===== config.mk =====
export PLATFORM = sky130hd
export DESIGN_NAME = float32_divider_unit
export DESIGN_NICKNAME = d
export VERILOG_FILES = /design/src/rtl/core/f32d_pkg.sv /design/src/rtl/core/f32d_classify.sv /design/src/rtl/core/float32_divider_unit.sv
export SDC_FILE = /design/constraint.sdc
export NUM_CORES = 1
export LEC_CHECK = 0
export ABC_AREA = 1
export BUFFER_PORTS_ARGS = -buffer_cell sky130_fd_sc_hd__buf_2
export CAP_MARGIN = 25
export CORE_UTILIZATION = 60
export CTS_CLUSTER_DIAMETER = 100
export DETAILED_ROUTE_END_ITERATION = 6
export GPL_ROUTABILITY_DRIVEN = 0
export GPL_TIMING_DRIVEN = 0
export PLACE_DENSITY_LB_ADDON = 0.05
export SYNTH_ARGS = -nofsm -noshare
export SYNTH_HDL_FRONTEND = slang
export SYNTH_SLANG_ARGS = --single-unit

===== constraint.sdc =====
create_clock -name i_clk -period 4.15 [get_ports i_clk]
set_input_delay 0.6225 -clock i_clk [delete_from_list [all_inputs] [get_ports i_clk]]
set_output_delay 0.6225 -clock i_clk [all_outputs]
set_load 0.05 [all_outputs]

===== src/rtl/core/f32d_pkg.sv =====
// ----------------------------------------------------------------------------
// f32d_pkg
// types and constants of the single-precision divider
// ----------------------------------------------------------------------------
package f32d_pkg;

    localparam int unsigned FRAC_BITS = 23;
    localparam int unsigned MANT_BITS = FRAC_BITS + 1;
    localparam int unsigned EXP_BITS  = 8;
    localparam int unsigned XEXP_BITS = 11;

    localparam logic [31:0]          DEFAULT_NAN = 32'h7FC0_0001;
    localparam logic [EXP_BITS-1:0]  EXP_ALL_ONES = 8'hFF;
    localparam logic [XEXP_BITS-1:0] EXP_OFFSET  = 11'd125;
    localparam logic [XEXP_BITS-1:0] EXP_OVF     = 11'd255;
    localparam logic [XEXP_BITS-1:0] EXP_UFL     = 11'h7E9;  // -23
    localparam logic [31:0]          ROUND_INC   = 32'd64;

    typedef struct packed {
        logic                 sign;
        logic                 nan;
        logic                 inf;
        logic                 zero;
        logic [EXP_BITS-1:0]  expo;
        logic [MANT_BITS-1:0] mant;
    } t_operand;

endpackage


===== src/rtl/core/f32d_classify.sv =====
// ----------------------------------------------------------------------------
// f32d_classify
// decodes one single-precision operand into class flags and significand
// ----------------------------------------------------------------------------
module f32d_classify (
    input  logic [31:0]        i_bits,
    output f32d_pkg::t_operand o_op
);
    import f32d_pkg::*;

    logic [EXP_BITS-1:0]  w_exp;
    logic [FRAC_BITS-1:0] w_frac;

    assign w_exp  = i_bits[30:23];
    assign w_frac = i_bits[22:0];

    always_comb begin
        o_op.sign = i_bits[31];
        o_op.expo = w_exp;
        o_op.nan  = (w_exp == EXP_ALL_ONES) && (w_frac != '0);
        o_op.inf  = (w_exp == EXP_ALL_ONES) && (w_frac == '0);
        o_op.zero = (i_bits[30:0] == '0);
        // subnormals start one place up, normals get the hidden bit
        if (w_exp == '0) begin
            o_op.mant = {w_frac, 1'b0};
        end else begin
            o_op.mant = {1'b1, w_frac};
        end
    end

endmodule


===== src/rtl/core/float32_divider_unit.sv =====
// ----------------------------------------------------------------------------
// float32_divider_unit
// single-precision divider, radix-2 restoring, one quotient bit per cycle
// ----------------------------------------------------------------------------
// usage:
//   input channel carries dividend and divisor; a beat is taken when i_valid
//   is high and o_stall is low. output channel carries the quotient; a beat
//   leaves when o_valid is high and i_stall is low.
//   one operation is in flight at a time; o_stall stays high from accept
//   until the result beat is taken.
// sequence:
//   special operands (nan, infinity, zero) give a result in the cycle after
//   accept. other operands go through a normalize check, divide iterations
//   that give one bit each of the 31-bit quotient, a round and a pack step.
//   normalize shifts both significands together, one place per leading zero
//   of the more subnormal operand (up to 22 places), and pack shifts a
//   subnormal result right one place per bit of denormalization (up to 23).
//   a new operation is taken only after the last result beat has left.
// reset:
//   synchronous reset returns the unit to idle and drops o_valid.
// stall:
//   while i_stall is high a pending quotient beat holds and no input is taken.
// ----------------------------------------------------------------------------
module float32_divider_unit (
    input  logic        i_clk,
    input  logic        i_rst_n,
    input  logic        i_valid,
    output logic        o_stall,
    input  logic [31:0] i_dividend,
    input  logic [31:0] i_divisor,
    output logic        o_valid,
    input  logic        i_stall,
    output logic [31:0] o_quotient
);
    import f32d_pkg::*;

    typedef enum logic [2:0] {
        S_IDLE,
        S_NORM,
        S_DIV,
        S_ROUND,
        S_PACK,
        S_DONE
    } t_state;

    t_operand w_a;
    t_operand w_b;

    f32d_classify u_cls_a (.i_bits(i_dividend), .o_op(w_a));
    f32d_classify u_cls_b (.i_bits(i_divisor),  .o_op(w_b));

    t_state                      r_state, n_state;
    logic [MANT_BITS-1:0]        r_am, n_am;
    logic [MANT_BITS-1:0]        r_bm, n_bm;
    logic signed [XEXP_BITS-1:0] r_ae, n_ae;
    logic signed [XEXP_BITS-1:0] r_be, n_be;
    logic signed [XEXP_BITS-1:0] r_e, n_e;
    logic [MANT_BITS:0]          r_rem, n_rem;
    logic [30:0]                 r_q, n_q;
    logic [31:0]                 r_s, n_s;
    logic [4:0]                  r_cnt, n_cnt;
    logic                        r_sign, n_sign;
    logic                        r_uf, n_uf;
    logic [31:0]                 r_quot, n_quot;

    logic [MANT_BITS+1:0] w_diff;
    logic                 w_bit;
    logic [MANT_BITS:0]   w_rr;
    logic [31:0]          w_sum;
    logic                 w_ge;

    assign w_diff = {1'b0, r_rem} - {2'b00, r_bm};
    assign w_bit  = ~w_diff[MANT_BITS+1];
    assign w_rr   = w_bit ? w_diff[MANT_BITS:0] : r_rem;
    assign w_sum  = {1'b0, r_q} + ROUND_INC;
    assign w_ge   = (r_am >= r_bm);

    always_comb begin
        n_state = r_state;
        n_am    = r_am;
        n_bm    = r_bm;
        n_ae    = r_ae;
        n_be    = r_be;
        n_e     = r_e;
        n_rem   = r_rem;
        n_q     = r_q;
        n_s     = r_s;
        n_cnt   = r_cnt;
        n_sign  = r_sign;
        n_uf    = r_uf;
        n_quot  = r_quot;
        case (r_state)
            S_IDLE: begin
                if (i_valid) begin
                    n_sign  = w_a.sign ^ w_b.sign;
                    n_state = S_DONE;
                    n_am    = w_a.mant;
                    n_bm    = w_b.mant;
                    n_ae    = signed'({3'b000, w_a.expo});
                    n_be    = signed'({3'b000, w_b.expo});
                    n_uf    = 1'b0;
                    if (w_a.nan) begin
                        n_quot = i_dividend;
                    end else if (w_b.nan) begin
                        n_quot = i_divisor;
                    end else if (w_a.inf) begin
                        n_quot = w_b.inf ? DEFAULT_NAN
                                         : {w_a.sign ^ w_b.sign, EXP_ALL_ONES, 23'd0};
                    end else if (w_b.inf) begin
                        n_quot = {w_a.sign ^ w_b.sign, 31'd0};
                    end else if (w_b.zero) begin
                        n_quot = w_a.zero ? DEFAULT_NAN
                                          : {w_a.sign ^ w_b.sign, EXP_ALL_ONES, 23'd0};
                    end else if (w_a.zero) begin
                        n_quot = {w_a.sign ^ w_b.sign, 31'd0};
                    end else begin
                        n_state = S_NORM;
                    end
                end
            end
            S_NORM: begin
                if (r_am[MANT_BITS-1] && r_bm[MANT_BITS-1]) begin
                    n_e     = r_ae - r_be + signed'(EXP_OFFSET)
                              + signed'({{(XEXP_BITS-1){1'b0}}, w_ge});
                    n_rem   = w_ge ? {1'b0, r_am} : {r_am, 1'b0};
                    n_q     = '0;
                    n_cnt   = 5'd30;
                    n_state = S_DIV;
                end else begin
                    if (!r_am[MANT_BITS-1]) begin
                        n_am = {r_am[MANT_BITS-2:0], 1'b0};
                        n_ae = r_ae - 11'sd1;
                    end
                    if (!r_bm[MANT_BITS-1]) begin
                        n_bm = {r_bm[MANT_BITS-2:0], 1'b0};
                        n_be = r_be - 11'sd1;
                    end
                end
            end
            S_DIV: begin
                n_rem = {w_rr[MANT_BITS-1:0], 1'b0};
                n_q   = {r_q[29:0], w_bit};
                if (r_cnt == '0) begin
                    n_state = S_ROUND;
                end else begin
                    n_cnt = r_cnt - 5'd1;
                end
            end
            S_ROUND: begin
                if (!w_sum[31]) begin
                    n_s = {1'b0, w_sum[31:1]};
                    n_e = r_e + 11'sd1;
                end else begin
                    n_s = w_sum;
                end
                n_state = S_PACK;
            end
            S_PACK: begin
                if (r_e >= signed'(EXP_OVF)) begin
                    n_quot  = {r_sign, EXP_ALL_ONES, 23'd0};
                    n_state = S_DONE;
                end else if (r_e < signed'(EXP_UFL)) begin
                    n_quot  = {r_sign, 31'd0};
                    n_state = S_DONE;
                end else if (r_e < 11'sd0) begin
                    n_s  = {1'b0, r_s[31:1]};
                    n_e  = r_e + 11'sd1;
                    n_uf = 1'b1;
                end else if (r_uf) begin
                    n_quot  = {r_sign, 8'd0, r_s[29:7]};
                    n_state = S_DONE;
                end else begin
                    n_quot  = {r_sign, r_e[EXP_BITS-1:0], r_s[28:6]};
                    n_state = S_DONE;
                end
            end
            S_DONE: begin
                if (!i_stall) begin
                    n_state = S_IDLE;
                end
            end
            default: begin
                n_state = S_IDLE;
            end
        endcase
    end

    always_ff @(posedge i_clk) begin
        if (!i_rst_n) begin
            r_state <= S_IDLE;
        end else begin
            r_state <= n_state;
        end
        r_am   <= n_am;
        r_bm   <= n_bm;
        r_ae   <= n_ae;
        r_be   <= n_be;
        r_e    <= n_e;
        r_rem  <= n_rem;
        r_q    <= n_q;
        r_s    <= n_s;
        r_cnt  <= n_cnt;
        r_sign <= n_sign;
        r_uf   <= n_uf;
        r_quot <= n_quot;
    end

    assign o_stall    = (r_state != S_IDLE);
    assign o_valid    = (r_state == S_DONE);
    assign o_quotient = r_quot;

endmodule


==> impl_summary.log <==
[metrics] outcome: finished, final reports clean
[metrics] gr ovfl total: 0
[metrics] number of flip-flops and latches in the synthesized netlist: 205
[metrics] net switching component of the power: 0.006344 W
[metrics] endpoint class of the critical path: flip-flop
[metrics] sequential power share: between 20% and 30%
[metrics] fraction of the yosys area taken by sequential cells: 40.68%
[metrics] count of max-cap constraint violations: 0
[metrics] Yosys Warn Count: 0
[metrics] transition at the pin with the smallest max-transition slack: 0.9171 ns
[metrics] global-route wire length before repair: approximately 70000 um
[metrics] total power per unit cell area: 799.2 mW/mm^2
[metrics] Clock H-tree levels: 1
[metrics] headroom to the max-slew limit: 38.53%
[metrics] cell count after placement: around 2400
[metrics] wire length after detailed routing: 44690 um
[metrics] Buffers on Ports: ~100
[metrics] Combinational Power Share: 54.5%
[metrics] startpoint types: flip-flop
[metrics] drt via density: 5.814
[metrics] die area: about 0.026 mm^2
[metrics] number of endpoints failing setup at the final stage: 0
[metrics] proportion of total power due to net switching: between 40% and 50%
[metrics] number of distinct library cell variants in the gate-level netlist after synthesis: 51
[metrics] endpoints failing hold: 0
[metrics] depth of the most critical reg-to-reg path: 20
[metrics] clk sink count: 205
[metrics] worst clock skew on the final layout: 0.01016 ns
[metrics] Iteration-0 DRC Markers: 1625
[metrics] critical setup path kind: flip-flop to flip-flop
[metrics] global-route total usage across every layer: 34.81%
[metrics] number of buffers created by CTS: 23
[metrics] setup repair after global routing missed its margin: no
[metrics] hold_ws: roughly 0.35 ns
[metrics] synth-to-layout area growth: 12.09%
[metrics] fill cell instance count of the final layout: 2089
[metrics] share of layout cells above drive strength 1: 10.10%
[metrics] area inside the core boundary: 0.02446 mm^2
[metrics] combined area of all synthesized cells: 0.01506 mm^2
[metrics] Leak Pwr: between 7 and 8 nW
[metrics] number of buffers inserted for hold repair after clock tree synthesis: 0
[metrics] clock network latency to the later pin of the worst-skew pair: 0.53 ns
[metrics] antenna viol nets, final: 0
[metrics] core utilization of the finished layout: ~70%
[metrics] hold-critical path depth: 3
[metrics] total power: roughly 0.013 W
[metrics] non-filler instance count after layout: ~2500
[metrics] antenna violations before repair: 4
[metrics] period utilisation layout: 94.96%
[metrics] number of nets in the synthesized netlist: roughly 2200
[metrics] total number of vias: 14450
[metrics] Mapped Cells: about 2000
[metrics] worst supply voltage drop on vdd: 0.0005719 V
[metrics] Synth async-reset ratio: 0%
[metrics] average detailed-routed wire length per instance: 17.98 um
[metrics] clock group share of total power: 15.7%
[metrics] Fmax achieved: 253.8 MHz
[metrics] number of synthesized flops with an enable pin: approximately 200
[metrics] internal cell power: 0.007144 W
[metrics] setup_tns: 0 ns
[metrics] Initial Util: between 60% and 70%
[metrics] maximum number of pins on one net before global-route repair: 33
[metrics] Clock Root Buffer: clkbuf_16
[metrics] Max Buffers Root-to-Sink: 3
[metrics] Slew Limit Fails: 0
[metrics] post-route minimum period: just under 4 ns
[metrics] Boundary Pins: 102
[metrics] CTS clk-pin slew, worst paths: 0.07 ns
[metrics] clock tree from TritonCTS: done
[metrics] worst hold-check path type: input pin to flip-flop
[metrics] die extent in y: 160.4 um
[metrics] Worst Path Required: between 4 and 5 ns
[metrics] DRC: 0
[metrics] number of nets at the end of the flow: 2285
[metrics] Die Wd: between 150 and 200 um
[metrics] # rows: 57
[metrics] WP data arrival: 4.22 ns
[metrics] Post-DP HPWL: 34830 um
[metrics] dominant register cell in the synthesized netlist: edfxtp_1
[metrics] synthesized area per cell: 7.484 um^2
[metrics] DR pass1 iterations: 6
[metrics] number of global-route vias before repair: about 13000
[metrics] maximum fanout encountered on the critical timing path: 10
[metrics] Worst R2R Setup Slack: between 0.2 and 0.25 ns
[through the flow]
step	setup slack [ns]	area, um^2
floorplan	0.4462	15060
global placement	-1.267	15970
detailed placement	0.1280	16090
CTS	0.1590	16860
global route	0.06267	16880
finish	0.2093	16880
[power groups by stage]
stage                     sequential [W]  combinational (W)  clock [W]
final                            0.00401            0.00736    0.00212
after global routing             0.00409            0.00821    0.00221
after CTS                        0.00399            0.00723    0.00214
after detailed placement         0.00403            0.00718          0
after global placement           0.00409            0.00691          0
after floorplan                  0.00408            0.00509          0
[area by class of cell]
type,count,area [um^2],share of cell area (%)
antenna,4,10.01,0.05931
buffer,76,377.9,2.239
clock buffer,24,579.3,3.432
clock inverter,17,193.9,1.149
inverter,324,1216,7.206
multi-input combinational,1407,7381,43.73
sequential,205,6126,36.30
tap,324,405.4,2.402
timing repair buffer,105,588.1,3.484
[synthesized netlist by cell type (all sizes together) (3+ instances only)]
library cell | number | share of area [%]
a21oi | 39 | 1.4
buf | 36 | 1.5
clkbuf | 40 | 1.0
dfxtp | 3 | 0.40
edfxtp | 202 | 40
fa | 3 | 0.40
ha | 72 | 6.0
inv | 323 | 8.1
nand2 | 514 | 13
nand3 | 149 | 5.2
nand3b | 25 | 1.2
nand4 | 79 | 3.3
nor2 | 201 | 5.2
nor3 | 29 | 1.2
o211ai | 12 | 0.60
o21ai | 171 | 5.7
o22ai | 44 | 1.8
or2 | 3 | 0.12
xnor2 | 16 | 0.93
xor2 | 32 | 1.9
[cells in the final DEF (no fill, tap or decap), types with 3 or more instances in the layout]
master / n
nand4_1: 79
xnor2_1: 16
nand3_1: 142
xor2_1: 32
clkinv_1: 6
clkbuf_16: 23
inv_1: 318
buf_4: 3
bufinv_16: 4
buf_1: 3
nor2_1: 191
dfxtp_1: 3
inv_2: 5
ha_1: 72
o21ai_0: 156
o211ai_1: 12
nand2_2: 7
o22ai_1: 44
nand3_2: 7
fa_1: 3
clkinvlp_4: 3
diode_2: 4
a21oi_1: 37
nand3b_1: 25
nor3_1: 23
clkinv_2: 3
nand2_1: 506
clkbuf_1: 39
o21ai_1: 12
edfxtp_1: 202
nor3_2: 5
buf_6: 5
buf_2: 125
nor2_2: 8
[flip-flops by register name, summed over array words and instances (netlist names), 3 cells and up]
signal	cells
r_cnt	5
r_ae	11
r_state	3
r_s	26
r_am	24
r_q	31
r_bm	24
o_quotient	32
r_be	11
r_rem	25
r_e	11
[critical path: stages (launching register included)]
cell and delay, ns:
edfxtp_1 0.48, inv_2 0.20, ha_1 0.27, nand2_1 0.09
nor2_1 0.07, nand4_1 0.15, inv_1 0.09, a21oi_2 0.28
nand3_2 0.27, buf_4 0.28, fa_1 0.39, ha_1 0.21
inv_1 0.09, fa_1 0.22, o21ai_2 0.10, nand2_1 0.07
nand2_1 0.05, a21oi_1 0.18, nand2_1 0.07, nand2_1 0.06
o22ai_1 0.06
[per-layer routing]
layer	up-vias	global-route usage [%]	part of all wire, %
met5	-	0	0
met4	0	14.72	4.3
met3	110	4.804	9.8
met2	761	55.08	44
met1	6635	48.02	41
li1	6948	-	-
[logic make-up (layout without fill, tap and decap cells)]
group	after synthesis	count (layout)	synth area share, %
flip-flops	205	205	40.68
buffers and inverters	400	546	10.59
other	0	4	0
AO/OA/AOI/OAI	279	279	10.18
adder cells (fa/ha/maj)	75	75	6.382
AND/OR/NAND/NOR	1005	1005	29.38
XOR/XNOR	48	48	2.792
[path summary, 6_finish.rpt]
check,from,end
worst min-delay path,i_rst_n,r_state[2]$_SDFFE_PN0P_
worst max register to register,r_bm[23]$_DFFE_PP_,r_e[7]$_DFFE_PP_
worst min register to register,r_s[30]$_DFFE_PP_,r_s[29]$_DFFE_PP_
worst max-delay path,r_bm[23]$_DFFE_PP_,r_e[7]$_DFFE_PP_
[timing repair]
action,4_1_cts,5_1_grt
gates resized for setup,0,3
buffers inserted,0,0
endpoints found under the setup margin,0,3
Power figures use the tool's default switching activity.
